--- src/sv/assert_macros.svh ---
// ---------------------------------------------------------------------------
// Assertion macros
// Shared concurrent assertion forms for the date adder RTL.
// ---------------------------------------------------------------------------
`ifndef ASSERT_MACROS_SVH
`define ASSERT_MACROS_SVH

// Same-cycle implication, disabled while reset is high.
`define ASSERT_IMPL(label, clk, rst, ante, cons) \
   label: assert property (@(posedge clk) disable iff (rst) (ante) |-> (cons)) \
      else $error("assertion failed");

// Next-cycle implication, disabled while reset is high.
`define ASSERT_NEXT(label, clk, rst, ante, cons) \
   label: assert property (@(posedge clk) disable iff (rst) (ante) |=> (cons)) \
      else $error("assertion failed");

`endif

--- src/sv/cdad_pkg.sv ---
// ---------------------------------------------------------------------------
// cdad_pkg
// Types, constants and calendar helpers shared by the date adder modules.
// ---------------------------------------------------------------------------
package cdad_pkg;

   // Calendar constants.
   localparam int MONTHS     = 12;
   localparam int DAY_MAX    = 31;
   localparam int YEAR_BASE  = 1900;
   localparam int YEAR_CYCLE = 400;
   localparam int CENTURY    = 100;

   // Program counter of the control sequencer.
   typedef logic [2:0] step_type;

   localparam step_type STEP_WAIT   = 3'd0;
   localparam step_type STEP_REDUCE = 3'd1;
   localparam step_type STEP_SCAN   = 3'd2;
   localparam step_type STEP_SUM    = 3'd3;
   localparam step_type STEP_WALK   = 3'd4;
   localparam step_type STEP_EMIT   = 3'd5;

   // Datapath operation selected by a control word.
   typedef enum logic [2:0] {
      OP_NOP    = 3'd0,
      OP_LOAD   = 3'd1,
      OP_REDUCE = 3'd2,
      OP_SCAN   = 3'd3,
      OP_SUM    = 3'd4,
      OP_WALK   = 3'd5,
      OP_EMIT   = 3'd6
   } op_type;

   // Jump condition selected by a control word.
   typedef enum logic [2:0] {
      C_NEVER     = 3'd0,
      C_ALWAYS    = 3'd1,
      C_IDLE      = 3'd2,
      C_YEAR_HIGH = 3'd3,
      C_SCAN_MORE = 3'd4,
      C_WALK_MORE = 3'd5
   } cond_type;

   // One microcode word: operation, jump condition and jump target.
   typedef struct packed {
      op_type   op;
      cond_type cond;
      step_type target;
   } ctrl_word_type;

   // Status flags from the datapath to the sequencer.
   typedef struct packed {
      logic start;
      logic year_high;
      logic scan_more;
      logic walk_more;
   } flags_type;

   // Leap test on the year reduced modulo 400.
   function automatic logic is_leap(input logic [8:0] ymod);
      is_leap = (ymod[1:0] == 2'd0) &&
                (ymod != 9'(CENTURY)) &&
                (ymod != 9'(2 * CENTURY)) &&
                (ymod != 9'(3 * CENTURY));
   endfunction

   // Length of a month from 1 to 12; any other code reads as January.
   function automatic logic [4:0] month_len(input logic [3:0] month, input logic leap);
      logic [4:0] len;
      case (month)
         4'd2:                      len = leap ? 5'd29 : 5'd28;
         4'd4, 4'd6, 4'd9, 4'd11:   len = 5'd30;
         default:                   len = 5'(DAY_MAX);
      endcase
      month_len = len;
   endfunction

endpackage

--- src/sv/cdad_seq.sv ---
// ---------------------------------------------------------------------------
// cdad_seq
// Microcode sequencer: a step counter walks a read-only program and issues
// one control word per cycle, with conditional jumps on datapath flags.
// ---------------------------------------------------------------------------
module cdad_seq (
   input  logic                     clock,
   input  logic                     reset,
   input  cdad_pkg::flags_type      flags,
   output cdad_pkg::ctrl_word_type  ctrl,
   output logic                     busy
);
   import cdad_pkg::*;

   step_type      pc_ff;
   step_type      pc_in;
   ctrl_word_type word;
   logic          take_jump;

   // Control program.
   always_comb begin
      unique case (pc_ff)
         STEP_WAIT:   word = '{op: OP_LOAD,   cond: C_IDLE,      target: STEP_WAIT};
         STEP_REDUCE: word = '{op: OP_REDUCE, cond: C_YEAR_HIGH, target: STEP_REDUCE};
         STEP_SCAN:   word = '{op: OP_SCAN,   cond: C_SCAN_MORE, target: STEP_SCAN};
         STEP_SUM:    word = '{op: OP_SUM,    cond: C_NEVER,     target: STEP_SUM};
         STEP_WALK:   word = '{op: OP_WALK,   cond: C_WALK_MORE, target: STEP_WALK};
         STEP_EMIT:   word = '{op: OP_EMIT,   cond: C_ALWAYS,    target: STEP_WAIT};
         default:     word = '{op: OP_NOP,    cond: C_ALWAYS,    target: STEP_WAIT};
      endcase
   end

   // Jump condition decode.
   always_comb begin
      unique case (word.cond)
         C_NEVER:     take_jump = 1'b0;
         C_ALWAYS:    take_jump = 1'b1;
         C_IDLE:      take_jump = !flags.start;
         C_YEAR_HIGH: take_jump = flags.year_high;
         C_SCAN_MORE: take_jump = flags.scan_more;
         C_WALK_MORE: take_jump = flags.walk_more;
         default:     take_jump = 1'b1;
      endcase
   end

   assign pc_in = take_jump ? word.target : pc_ff + 3'd1;

   // Step counter.
   always_ff @(posedge clock) begin
      if (reset) begin
         pc_ff <= STEP_WAIT;
      end else begin
         pc_ff <= pc_in;
      end
   end

   assign ctrl = word;
   assign busy = (pc_ff != STEP_WAIT);

endmodule

--- src/sv/calendar_date_add_days.sv ---
// ---------------------------------------------------------------------------
// calendar_date_add_days
// Normalizes a Gregorian date, reports leap year, month length, day of year
// and days left, and adds a day count by walking month by month.
// ---------------------------------------------------------------------------
//
//   Channel   Ports                          Handshake
//   -------   ----------------------------   ---------------------------
//   request   req_month_raw .. req_days_to_add  start high, busy low
//   response  rsp_leap_year .. rsp_new_year      rsp_strobe, one cycle
//
// A transaction runs the wait, reduce, scan, sum, walk and emit steps in order:
// the reduce step subtracts 400 from the year until it is below 400, the scan
// visits all 12 months for day of year, and the walk crosses one month
// boundary per step until the remaining count fits the month. The walk loop
// sets the rate. Synchronous reset returns the sequencer to its wait step;
// there is no clearing pass. The receiver cannot stall, so the result is
// shown once.
// ---------------------------------------------------------------------------
module calendar_date_add_days #(
   parameter int MAX_ADD_DAYS = 65535
) (
   input  logic               clock,
   input  logic               reset,
   input  logic               start,
   output logic               busy,
   input  logic [3:0]         req_month_raw,
   input  logic [5:0]         req_day_raw,
   input  logic [13:0]        req_year_raw,
   input  logic [15:0]        req_days_to_add,
   output logic               rsp_strobe,
   output logic               rsp_leap_year,
   output logic [4:0]         rsp_month_length,
   output logic [8:0]         rsp_day_of_year,
   output logic signed [9:0]  rsp_days_left,
   output logic [3:0]         rsp_new_month,
   output logic [4:0]         rsp_new_day,
   output logic [13:0]        rsp_new_year
);
   import cdad_pkg::*;

`include "assert_macros.svh"

   // Remaining-days counter holds day of year plus the saturated count.
   localparam int TW = $clog2(MAX_ADD_DAYS + 367);

   ctrl_word_type ctrl;
   flags_type     flags;

   logic [3:0]    m_ff,      m_in;
   logic [4:0]    d_ff,      d_in;
   logic [3:0]    cm_ff,     cm_in;
   logic [13:0]   cy_ff,     cy_in;
   logic [13:0]   yr_ff,     yr_in;
   logic [8:0]    passed_ff, passed_in;
   logic [8:0]    after_ff,  after_in;
   logic [4:0]    mlen_ff,   mlen_in;
   logic [8:0]    doy_ff,    doy_in;
   logic [9:0]    left_ff,   left_in;
   logic          leap_ff,   leap_in;
   logic [TW-1:0] total_ff,  total_in;
   logic [4:0]    nd_ff,     nd_in;

   logic [4:0]    len_cur;
   logic [8:0]    doy_sum;
   logic          date_ok;

   cdad_seq u_seq (
      .clock (clock),
      .reset (reset),
      .flags (flags),
      .ctrl  (ctrl),
      .busy  (busy)
   );

   // Length of the month under the cursor, in the year under the cursor.
   assign len_cur = month_len(cm_ff, is_leap(yr_ff[8:0]));
   assign doy_sum = passed_ff + 9'(d_ff);

   // Flags for the sequencer's jumps.
   assign flags.start     = start;
   assign flags.year_high = (yr_ff >= 14'(YEAR_CYCLE));
   assign flags.scan_more = (cm_ff != 4'(MONTHS));
   assign flags.walk_more = (total_ff > TW'(len_cur));

   // Datapath next-state logic driven by the current control word.
   always_comb begin
      m_in      = m_ff;
      d_in      = d_ff;
      cm_in     = cm_ff;
      cy_in     = cy_ff;
      yr_in     = yr_ff;
      passed_in = passed_ff;
      after_in  = after_ff;
      mlen_in   = mlen_ff;
      doy_in    = doy_ff;
      left_in   = left_ff;
      leap_in   = leap_ff;
      total_in  = total_ff;
      nd_in     = nd_ff;
      unique case (ctrl.op)
         OP_LOAD: begin
            // Capture and normalize the request while waiting.
            m_in = (req_month_raw == 4'd0 || req_month_raw > 4'(MONTHS)) ?
                   4'd1 : req_month_raw;
            d_in = (req_day_raw == 6'd0 || req_day_raw > 6'(DAY_MAX)) ?
                   5'd1 : req_day_raw[4:0];
            cy_in = (req_year_raw < 14'(YEAR_BASE)) ? 14'(YEAR_BASE) : req_year_raw;
            yr_in = cy_in;
            if (32'(req_days_to_add) > 32'(MAX_ADD_DAYS)) begin
               total_in = TW'(MAX_ADD_DAYS);
            end else begin
               total_in = TW'(req_days_to_add);
            end
            cm_in     = 4'd1;
            passed_in = '0;
            after_in  = '0;
         end
         OP_REDUCE: begin
            // Bring the year into one 400-year cycle for the leap test.
            if (flags.year_high) begin
               yr_in = yr_ff - 14'(YEAR_CYCLE);
            end
         end
         OP_SCAN: begin
            // Sort each month's length into before, at or after the month.
            if (cm_ff < m_ff) begin
               passed_in = passed_ff + 9'(len_cur);
            end else if (cm_ff > m_ff) begin
               after_in = after_ff + 9'(len_cur);
            end else begin
               mlen_in = len_cur;
            end
            cm_in = flags.scan_more ? cm_ff + 4'd1 : 4'd1;
         end
         OP_SUM: begin
            // Year statistics and the starting point of the walk.
            doy_in   = doy_sum;
            left_in  = 10'(after_ff) + 10'(mlen_ff) - 10'(d_ff);
            leap_in  = is_leap(yr_ff[8:0]);
            total_in = total_ff + TW'(doy_sum);
         end
         OP_WALK: begin
            // Step one month forward, or settle on the day.
            if (flags.walk_more) begin
               total_in = total_ff - TW'(len_cur);
               if (cm_ff == 4'(MONTHS)) begin
                  cm_in = 4'd1;
                  cy_in = cy_ff + 14'd1;
                  yr_in = (yr_ff == 14'(YEAR_CYCLE - 1)) ? '0 : yr_ff + 14'd1;
               end else begin
                  cm_in = cm_ff + 4'd1;
               end
            end else begin
               nd_in = total_ff[4:0];
            end
         end
         OP_EMIT, OP_NOP: begin
         end
         default: begin
         end
      endcase
   end

   // Datapath registers; payload only, so no reset.
   always_ff @(posedge clock) begin
      m_ff      <= m_in;
      d_ff      <= d_in;
      cm_ff     <= cm_in;
      cy_ff     <= cy_in;
      yr_ff     <= yr_in;
      passed_ff <= passed_in;
      after_ff  <= after_in;
      mlen_ff   <= mlen_in;
      doy_ff    <= doy_in;
      left_ff   <= left_in;
      leap_ff   <= leap_in;
      total_ff  <= total_in;
      nd_ff     <= nd_in;
   end

   // Result transaction.
   assign rsp_strobe       = (ctrl.op == OP_EMIT);
   assign rsp_leap_year    = leap_ff;
   assign rsp_month_length = mlen_ff;
   assign rsp_day_of_year  = doy_ff;
   assign rsp_days_left    = $signed(left_ff);
   assign rsp_new_month    = cm_ff;
   assign rsp_new_day      = nd_ff;
   assign rsp_new_year     = cy_ff;

   // The reported date is always a real month and a nonzero day.
   assign date_ok = (rsp_new_month != 4'd0) && (rsp_new_month <= 4'(MONTHS)) &&
                    (rsp_new_day != 5'd0);

   `ASSERT_NEXT(a_accept_busy, clock, reset, start && !busy, busy)
   `ASSERT_IMPL(a_emit_busy, clock, reset, rsp_strobe, busy)
   `ASSERT_NEXT(a_emit_release, clock, reset, rsp_strobe, !busy)
   `ASSERT_IMPL(a_date_valid, clock, reset, rsp_strobe, date_ok)

endmodule
--- config.mk ---
export PLATFORM = sky130hd
export DESIGN_NAME = calendar_date_add_days
export DESIGN_NICKNAME = d
export VERILOG_FILES = /design/src/sv/cdad_pkg.sv /design/src/sv/cdad_seq.sv /design/src/sv/calendar_date_add_days.sv
export VERILOG_INCLUDE_DIRS = /design/src /design/src/sv
export SDC_FILE = /design/constraint.sdc
export NUM_CORES = 1
export LEC_CHECK = 0
export BUFFER_PORTS_ARGS = -buffer_cell sky130_fd_sc_hd__buf_2
export CAP_MARGIN = 0
export CORE_AREA = 5 5 140 142
export CTS_BUF_LIST = sky130_fd_sc_hd__clkbuf_2 sky130_fd_sc_hd__clkbuf_4 sky130_fd_sc_hd__clkbuf_8
export CTS_CLUSTER_SIZE = 20
export DETAILED_ROUTE_END_ITERATION = 7
export DIE_AREA = 0 0 145 147
export SETUP_SLACK_MARGIN = 0.3
export SYNTH_ARGS = -nofsm -noshare
export SYNTH_HDL_FRONTEND = slang
export SYNTH_SLANG_ARGS = --single-unit
--- constraint.sdc ---
create_clock -name clock -period 4.2 [get_ports clock]
set_clock_uncertainty 0.1 [all_clocks]
set_input_delay 0.42 -clock clock [delete_from_list [all_inputs] [get_ports clock]]
set_output_delay 0.42 -clock clock [all_outputs]
set_load 0.01 [all_outputs]
==> results of run 1 <==
## final timing paths
| kind | start | endpoint | slack [ps] | cells after the start |
|---|---|---|---|---|
| setup reg to reg | yr_ff[5] | total_ff[10] | 490 | 15 |
| setup / recovery | yr_ff[5] | total_ff[10] | 490 | 15 |
| hold reg to reg | u_seq.pc_ff[0] | u_seq.pc_ff[0] | 460 | 1 |
| hold / removal | reset | u_seq.pc_ff[0] | 130 | 2 |
## cell usage after synthesis, types with 7 or more instances
cell | number | area (sq um)
edfxtp_1 | 103 | 3090
nor2_1 | 78 | 293
ha_1 | 59 | 738
nand2_1 | 56 | 210
inv_1 | 54 | 203
xnor2_1 | 41 | 359
o21ai_0 | 36 | 180
a21oi_1 | 30 | 150
nand3_1 | 30 | 150
xor2_1 | 23 | 201
clkbuf_1 | 21 | 78.8
nor2b_1 | 15 | 93.8
nor3_1 | 15 | 75.1
o22ai_1 | 12 | 75.1
nand2b_1 | 10 | 62.6
o21a_1 | 10 | 75.1
a211oi_1 | 9 | 67.6
a22oi_1 | 9 | 67.6
o221ai_1 | 9 | 78.8
and3_1 | 7 | 43.8
fa_1 | 7 | 140
nor3b_1 | 7 | 52.6
## report_power, final
| part | total, uW | switching (uW) | internal, uW | leakage, uW |
|---|---|---|---|---|
| Sequential | 2480 | 527 | 1960 | 0.00104 |
| Combinational | 4580 | 2680 | 1910 | 0.00223 |
| Clock | 691 | 400 | 292 | 0.000102 |
## routing by layer
metal	vias up	GRT usage, %	part of all wire, %
met5	-	0	0
met4	0	4.47	1.0
met3	15	3.21	5.5
met2	151	26.2	45
met1	2846	24.2	48
li1	2962	-	-
## cell families after synthesis
logic type,Yosys count,synth area share [%]
and+or+nand+nor,255,16.9
AOI/OAI and AO/OA,182,17.0
DFF,106,42.2
buffers and inverters,84,4.47
adders and majority gates,66,11.8
xor gates and xnor gates,64,7.50
other,1,0.0502
muxes,1,0.134
## sequential cells by signal (all words and copies together), names as in the netlist
| register | cells |
|---|---|
| after_ff | 9 |
| d_ff | 5 |
| m_ff | 4 |
| passed_ff | 9 |
| rsp_day_of_year | 9 |
| rsp_days_left | 10 |
| rsp_leap_year | 1 |
| rsp_month_length | 2 |
| rsp_new_day | 5 |
| rsp_new_month | 4 |
| rsp_new_year | 14 |
| total_ff | 17 |
| u_seq.pc_ff | 3 |
| yr_ff | 14 |
## repair_timing
item                       in CTS  in global routing
gates resized for setup         0                 12
pin swaps                       0                  1
setup endpoints to repair       1                 28
hold buffers                    0                  0
buffers inserted                1                  4
## worst register-to-register path: cells and delay by family, from the launching register on
| kind | cells | cell delay (ps) |
|---|---|---|
| AO/OA/AOI/OAI | 7 | 1260 |
| AND/OR/NAND/NOR | 3 | 870 |
| adder cells (fa/ha/maj) | 3 | 590 |
| flip-flops | 1 | 390 |
| buffers and inverters | 2 | 270 |
## stage by stage
stage                     power, uW  setup slack [ps]  instance area (sq um)  utilization (%)  hold slack [ps]
after floorplan                5760               387                   7480                -              357
after global placement         6980               369                   8220             44.8              446
after global routing           8450               267                   8510             46.4              128
after CTS                      7720               362                   8430             46.0              115
after detailed placement       6990               239                   8220             44.8              455
final                          7760               491                   8510             46.4              131
## cell type report
type / instances / area share (%)
clock inverters: 6 / 0.882
inverters: 55 / 2.43
flip-flops and latches: 106 / 37.1
multi-input cells: 571 / 47.6
repair buffers: 110 / 7.09
well taps: 234 / 3.44
clock buffers: 10 / 1.54
==> results.sh, run 1 <==
export IMPL_ys_flop_type="edfxtp_1"
export IMPL_grt_pass1_wl_um=29600
export IMPL_antenna_found_initial=0
export IMPL_placed_cells=1071
export IMPL_cp_arrival_ps=3760
export IMPL_setup_tns_ps=0
export IMPL_fin_crit_sh_pct=88.3
export IMPL_setup_viol=0
export IMPL_critical_path_buf_inv_count=2
export IMPL_n_antenna_cell=0
export IMPL_hold_path_class="in -> reg"
export IMPL_crit_path_max_fanout=5
export IMPL_layout_drive_gt1_share_pct=17.6
export IMPL_crit_required_ps=4250
export IMPL_tightest_slew_ps=848
export IMPL_path_cells="inv_1 -> ha_1 -> and4b_1 -> o21ai_0 -> o211a_1 -> o21ai_0 -> o21ai_1 -> buf_4 -> ha_1 -> fa_1 -> and4b_2 -> or3b_1 -> a221oi_2 -> a21boi_0 -> o32ai_1"
export IMPL_drtIter0Drc=446
export IMPL_grt_pass1_vias=5630
export IMPL_postSynthCellCount=759
export IMPL_slew_violations=0
export IMPL_cp_slowest_stage_delay_ps=410
export IMPL_grt_max_degree=27
export IMPL_core_area_sq_mm=0.0183
export IMPL_yosys_cell_types_count=73
export IMPL_antenna_left=0
export IMPL_worstSetupEndpointType="register"
export IMPL_wirelength_um=18400
export IMPL_portBuffers=89
export IMPL_hpwl_um=13900
export IMPL_synth_area_per_cell_sq_um=9.85
export IMPL_ir_worst_vdd_v=0.000454
export IMPL_syn_to_final_growth_pct=13.8
export IMPL_async_flop_share_pct=0
export IMPL_run_status="completed"
export IMPL_yosysWarnings=0
export IMPL_pin_count=93
export IMPL_vias=5974
export IMPL_place_congestion=0.833
export IMPL_via_per_inst=5.47
export IMPL_initial_core_util_pct=40.8
export IMPL_fin_crit_ps=3710
export IMPL_synth_edf_count=103
export IMPL_grt_ovfl_total=0
export IMPL_dr_pass1_iters=5
export IMPL_power_leakage_uw=0.00337
export IMPL_chipHeight_um=147
export IMPL_detail_route_wl_per_cell_um=16.8
export IMPL_yosysSeqAreaShare_pct=42.2
export IMPL_ys_ff_latch=106
export IMPL_fmax_mhz=270
export IMPL_seqCellArea_sq_mm=0.00315
export IMPL_clock_root_buffer="clkbuf_8"
export IMPL_fin_nets=962
export IMPL_die_area_sq_mm=0.0213
export IMPL_clock_tree_buffer_depth=2
export IMPL_critical_path_startpoint_type="register"
export IMPL_rsz0062_at_grt="yes"
export IMPL_htreeDepth=3
export IMPL_syn_area_sq_mm=0.00747
export IMPL_fin_cells=1092
export IMPL_grtUsageTotal_pct=16.9
export IMPL_worstSetupPathType="reg -> reg"
export IMPL_power_density_mw_per_mm2=912
export IMPL_row_count=50
export IMPL_relSlewSlack_pct=42.7
export IMPL_fillers=1761
export IMPL_final_common_cell="edfxtp_1"
export IMPL_die_width_um=145
export IMPL_slowest_stage="or3b_1"
export IMPL_cts_tree="built"
export IMPL_clock_latency_ps=390
export IMPL_drc=0
export IMPL_cap_violations=0
export IMPL_cts_sinks=106
export IMPL_crit_family="compound AO/OA/AOI/OAI gates"
export IMPL_cts_made_buffers=9
export IMPL_clkTransAtPathRegs_ps=110
export IMPL_multi_input_comb_area_sq_mm=0.00405
export IMPL_layout_common_cells="103 x edfxtp_1, 89 x buf_2, 78 x nor2_1, 59 x ha_1, 56 x nand2_1"
export IMPL_hold_violations=0
Note: power is estimated with default switching activity, not from simulation.
==> run 2, diff against run 1 <==
--- a/config.mk
+++ b/config.mk
@@ -8,12 +8,12 @@
 export LEC_CHECK = 0
 export BUFFER_PORTS_ARGS = -buffer_cell sky130_fd_sc_hd__buf_2
 export CAP_MARGIN = 0
-export CORE_AREA = 5 5 140 142
+export CORE_AREA = 5 5 164 166
 export CTS_BUF_LIST = sky130_fd_sc_hd__clkbuf_2 sky130_fd_sc_hd__clkbuf_4 sky130_fd_sc_hd__clkbuf_8
 export CTS_CLUSTER_SIZE = 20
 export DETAILED_ROUTE_END_ITERATION = 7
-export DIE_AREA = 0 0 145 147
-export SETUP_SLACK_MARGIN = 0.3
+export DIE_AREA = 0 0 169 171
+export SETUP_SLACK_MARGIN = 0.05
 export SYNTH_ARGS = -nofsm -noshare
 export SYNTH_HDL_FRONTEND = slang
 export SYNTH_SLANG_ARGS = --single-unit
==> run 2 against run 1 <==
Effect of this change: largest power group unchanged; power fell by 1.0%; critical path depth stayed put; global-route usage shrank 3.9 points; highest routed layer unchanged; sequential power about the same.
==> results.sh, run 2 (synthesized netlist as in run 1, its figures left out) <==
export IMPL_multi_input_comb_area_sq_mm=0.00400
export IMPL_final_common_cell="edfxtp_1"
export IMPL_via_per_inst=5.01
export IMPL_post_cts_buffers=0
export IMPL_die_width_um=169
export IMPL_n_antenna_cell=0
export IMPL_drc=0
export IMPL_portBuffers=89
export IMPL_cts_made_buffers=9
export IMPL_largest_reg_flops=17
export IMPL_fillers=2631
export IMPL_cap_violations=0
export IMPL_dr_pass1_iters=5
export IMPL_cp_arrival_ps=3850
export IMPL_clock_root_buffer="clkbuf_8"
export IMPL_antenna_left=0
export IMPL_hold_violations=0
export IMPL_cts_sinks=106
export IMPL_crit_path_max_fanout=6
export IMPL_htreeDepth=3
export IMPL_fin_crit_ps=3790
export IMPL_power_density_mw_per_mm2=896
export IMPL_top_register="total_ff"
export IMPL_worstSetupPathType="reg -> reg"
export IMPL_r2r_setup_slack_ps=410
export IMPL_hold_ws_ps=119
export IMPL_fmax_mhz=264
export IMPL_cts_resized=0
export IMPL_vias=5960
export IMPL_rsz0062_at_grt="no"
export IMPL_row_count=59
export IMPL_slew_violations=0
export IMPL_syn_to_final_growth_pct=14.6
export IMPL_cts_tree="built"
export IMPL_wirelength_um=18700
export IMPL_die_area_sq_mm=0.0289
export IMPL_relSlewSlack_pct=41.8
export IMPL_antenna_found_initial=0
export IMPL_chipHeight_um=171
export IMPL_clock_tree_buffer_depth=2
export IMPL_layout_drive_gt1_share_pct=16.0
export IMPL_fin_nets=958
export IMPL_place_congestion=0.876
export IMPL_drtIter0Drc=438
export IMPL_grt_max_degree=27
export IMPL_ctsHoldBuffers=0
export IMPL_seqCellArea_sq_mm=0.00315
export IMPL_grt_pass1_wl_um=30400
export IMPL_setup_viol=0
export IMPL_hpwl_um=14500
export IMPL_tightest_slew_ps=862
export IMPL_layout_common_cells="103 x edfxtp_1, 89 x buf_2, 78 x nor2_1, 59 x ha_1, 56 x nand2_1"
export IMPL_run_status="completed"
export IMPL_initial_core_util_pct=29.3
export IMPL_pin_count=93
export IMPL_fin_crit_sh_pct=90.3
export IMPL_detail_route_wl_per_cell_um=15.7
export IMPL_grt_ovfl_total=0
export IMPL_worstSetupEndpointType="register"
export IMPL_hold_path_class="in -> reg"
export IMPL_grtUsageTotal_pct=13.0
export IMPL_setup_tns_ps=0
export IMPL_grt_pass1_vias=5799
export IMPL_critical_path_startpoint_type="register"
export IMPL_power_uw=7670
export IMPL_power_leakage_uw=0.00336
export IMPL_clock_latency_ps=400
export IMPL_clkTransAtPathRegs_ps=120
export IMPL_core_area_sq_mm=0.0255
export IMPL_crit_required_ps=4260
export IMPL_ir_worst_vdd_v=0.000315
-- run 2: cell types whose count changed in the layout (fill, tap and decap cells not counted), moves of 2 or more --
| cell | previous run | this run |
|---|---|---|
| buf_4 | 21 | 17 |
| a211oi_1 | 7 | 9 |
| a211oi_2 | 4 | 2 |
| inv_8 | 1 | 3 |
| nand3_1 | 28 | 30 |
| nand3_2 | 2 | 0 |
| nor3_1 | 13 | 15 |
| nor3_2 | 2 | 0 |
-- run 2: stage by stage --
stage          util [%]  area (sq um)  instances  setup slack, ps
6_report           33.6          8570       1189              409
5_1_grt            33.6          8570       1189              151
4_1_cts            33.6          8570       1189              356
3_5_place_dp       32.8          8350       1173              388
3_3_place_gp       32.8          8350       1173              498
2_1_floorplan         -          7480        761              253
-- run 2: final timing paths --
path / from / end / cells past startpoint
hold reg to reg: total_ff[0] / rsp_new_day[0] / 0
hold / removal: reset / u_seq.pc_ff[0] / 2
setup reg to reg: yr_ff[5] / total_ff[10] / 15
setup / recovery: yr_ff[5] / total_ff[10] / 15
-- run 2: critical path, cell delays in order (launching register included) --
cell      delay [ps]
edfxtp_1         480
inv_1            120
ha_1             210
and4b_1          190
o21ai_0          160
o211a_1          170
o21ai_0           60
o21ai_0          140
buf_4            160
ha_1             160
fa_1             230
and4b_1          280
or3b_1           420
a221oi_1         370
a21boi_0         220
o32ai_1           90
-- run 2: report_power, final --
| group | internal, uW | switching [uW] |
|---|---|---|
| combinational | 1860 | 2620 |
| clock | 294 | 418 |
| sequential | 1960 | 527 |
| total | 4110 | 3560 |
-- run 2: metal layers --
layer	global-route usage, %	part of all wire (%)	up-vias
li1	-	-	2957
met1	18.2	48	2838
met2	20.5	45	148
met3	2.06	5.6	17
met4	4.24	1.8	0
met5	0	0	-
-- run 2: final cells by class --
| cell class | instances | share of cell area [%] |
|---|---|---|
| Multi-Input combinational cell | 571 | 46.7 |
| Sequential cell | 106 | 36.8 |
| Timing Repair Buffer | 106 | 6.69 |
| Tap cell | 335 | 4.89 |
| Inverter | 55 | 2.41 |
| Clock buffer | 9 | 1.45 |
| Clock inverter | 7 | 1.05 |
==> run 3, diff against run 2 <==
--- a/config.mk
+++ b/config.mk
@@ -8,12 +8,15 @@
 export LEC_CHECK = 0
 export BUFFER_PORTS_ARGS = -buffer_cell sky130_fd_sc_hd__buf_2
 export CAP_MARGIN = 0
-export CORE_AREA = 5 5 164 166
+export CORE_AREA = 5 5 124 126
 export CTS_BUF_LIST = sky130_fd_sc_hd__clkbuf_2 sky130_fd_sc_hd__clkbuf_4 sky130_fd_sc_hd__clkbuf_8
 export CTS_CLUSTER_SIZE = 20
 export DETAILED_ROUTE_END_ITERATION = 7
-export DIE_AREA = 0 0 169 171
+export DIE_AREA = 0 0 129 131
+export MAX_ROUTING_LAYER = met4
+export PLACE_DENSITY = 0.78
 export SETUP_SLACK_MARGIN = 0.05
 export SYNTH_ARGS = -nofsm -noshare
 export SYNTH_HDL_FRONTEND = slang
+export SYNTH_HIERARCHICAL = 1
 export SYNTH_SLANG_ARGS = --single-unit
==> run 3 against run 2 <==
Effect of this change: setup slack worse by 8.3 ps; synthesized cell count is 2.4% higher; routed wire length is 9.1% lower; register-to-register slack hardly changed; clock power is 2% lower; cell area is 2.2% lower; global-route usage is 8.1 points higher; via count is 1.6% lower; power is 3.0% lower; hold slack better by 86 ps; area after synthesis is 1.5% higher.
==> results.sh, run 3 <==
export IMPL_seqPwrFrac_pct=32.5
export IMPL_tightest_slew_ps=985
export IMPL_largest_reg_flops=17
export IMPL_fillers=1249
export IMPL_die_width_um=129
export IMPL_cts_sinks=106
export IMPL_grt_pass1_vias=5573
export IMPL_p_int_uw=3980
export IMPL_worstSetupEndpointType="register"
export IMPL_p_switching_uw=3460
export IMPL_via_per_inst=5.63
export IMPL_layout_drive_gt1_share_pct=16.3
export IMPL_synth_area_per_cell_sq_um=9.76
export IMPL_ir_worst_vdd_v=0.000422
export IMPL_setup_viol=0
export IMPL_pin_count=93
export IMPL_die_area_sq_mm=0.0169
export IMPL_relSlewSlack_pct=34.3
export IMPL_cts_made_buffers=9
export IMPL_core_area_sq_mm=0.0142
export IMPL_syn_to_final_growth_pct=10.4
export IMPL_row_count=44
export IMPL_fin_crit_sh_pct=90.5
export IMPL_placed_cells=1026
export IMPL_n_antenna_cell=0
export IMPL_fin_area_sq_mm=0.00838
export IMPL_pwr_share_clk_pct=9.3
export IMPL_grt_ovfl_total=0
export IMPL_place_congestion=0.951
export IMPL_top_register="total_ff"
export IMPL_slowest_stage="edfxtp_1"
export IMPL_antenna_left=0
export IMPL_switching_share_pct=46.5
export IMPL_vias=5864
export IMPL_fmax_mhz=263
export IMPL_path_cells="ha_1 -> fa_1 -> a21oi_1 -> nor2_1 -> nor2_1 -> nor2b_1 -> o21ai_0 -> xnor2_1 -> ha_1 -> a211oi_1 -> a32o_1 -> o21a_1 -> nor4_1 -> a311o_1"
export IMPL_crit_family="compound AO/OA/AOI/OAI gates"
export IMPL_initial_core_util_pct=53.4
export IMPL_postSynthCellCount=777
export IMPL_clock_latency_ps=410
export IMPL_critical_path_startpoint_type="register"
export IMPL_placed_cell_area_sq_mm=0.00816
export IMPL_slew_violations=0
export IMPL_critical_path_buf_inv_count=0
export IMPL_final_common_cell="edfxtp_1"
export IMPL_worstSetupPathType="reg -> reg"
export IMPL_fin_cells=1042
export IMPL_yosysWarnings=6
export IMPL_portBuffers=89
export IMPL_cap_violations=0
export IMPL_hold_violations=0
export IMPL_run_status="completed"
export IMPL_fin_nets=960
export IMPL_grtUsageTotal_pct=21.1
export IMPL_grt_max_degree=23
export IMPL_power_leakage_uw=0.00340
export IMPL_fin_crit_ps=3800
export IMPL_ctsHoldBuffers=0
export IMPL_syn_area_sq_mm=0.00759
export IMPL_power_density_mw_per_mm2=889
export IMPL_comb_power_share_pct=58.1
export IMPL_htreeDepth=3
export IMPL_dr_pass1_iters=5
export IMPL_antenna_found_initial=0
export IMPL_clkTransAtPathRegs_ps=130
export IMPL_dpl_worst_slack_ps=391
export IMPL_chipHeight_um=131
export IMPL_fin_ws_ps=401
export IMPL_wirelength_um=17000
export IMPL_drtIter0Drc=601
export IMPL_cp_slowest_stage_delay_ps=430
export IMPL_cp_arrival_ps=3870
export IMPL_clock_root_buffer="clkbuf_8"
export IMPL_grt_pass1_wl_um=27400
export IMPL_setup_tns_ps=0
export IMPL_clock_tree_buffer_depth=2
export IMPL_crit_path_max_fanout=8
export IMPL_drc=0
export IMPL_layout_common_cells="103 x edfxtp_1, 89 x buf_2, 69 x nor2_1, 65 x nand2_1, 57 x ha_1"
export IMPL_detail_route_wl_per_cell_um=16.3
export IMPL_crit_required_ps=4270
export IMPL_hold_path_class="in -> reg"
export IMPL_hpwl_um=13100
export IMPL_rsz0062_at_grt="no"
export IMPL_hold_ws_ps=205
export IMPL_cts_tree="built"
==> run 3: power by group through the flow <==
stage / sequential (uW) / combinational (uW) / clock, uW
2_1_floorplan: 2260 / 3440 / 0
3_3_place_gp: 2420 / 4210 / 0
3_5_place_dp: 2440 / 4300 / 0
4_1_cts: 2420 / 4340 / 709
5_1_grt: 2490 / 4870 / 756
6_report: 2420 / 4330 / 695
==> run 3: routing by layer <==
| layer | global-route usage [%] | vias to the layer above | wire [um] |
|---|---|---|---|
| met2 | 32.4 | 166 | 7890 |
| met4 | 5.44 | 0 | 314 |
| met1 | 28.7 | 2738 | 7670 |
| met3 | 4.59 | 30 | 1140 |
| li1 | - | 2930 | - |
| met5 | - | - | 0 |
==> run 3: area by class of cell <==
class	count	area [sq um]	share of cell area (%)
Clock inverter	7	93.8	1.12
Sequential cell	106	3150	37.6
Clock buffer	9	124	1.48
Inverter	59	221	2.64
Timing Repair Buffer	99	520	6.21
Multi-Input combinational cell	578	4040	48.2
Tap cell	184	230	2.75
==> run 3: final timing paths <==
path | slack [ps] | to | cells after the start | from
max reg2reg | 400 | total_ff[13] | 14 | d_ff[0]
min | 200 | m_ff[0] | 2 | req_month_raw[0]
min reg2reg | 410 | rsp_new_day[0] | 0 | total_ff[0]
max | 400 | total_ff[13] | 14 | d_ff[0]
==> run 3: timing repair <==
item,in CTS,in global routing
endpoints found under the setup margin,0,4
setup buffers,0,0
resized for setup,0,1
hold endpoints to repair,0,0
==> run 3: metrics by stage <==
stage / total power [uW] / util (%)
after global placement: 6630 / 57.4
after detailed placement: 6740 / 57.4
after global routing: 8120 / 59.0
final: 7450 / 59.0
after floorplan: 5700 / -
after CTS: 7460 / 59.0
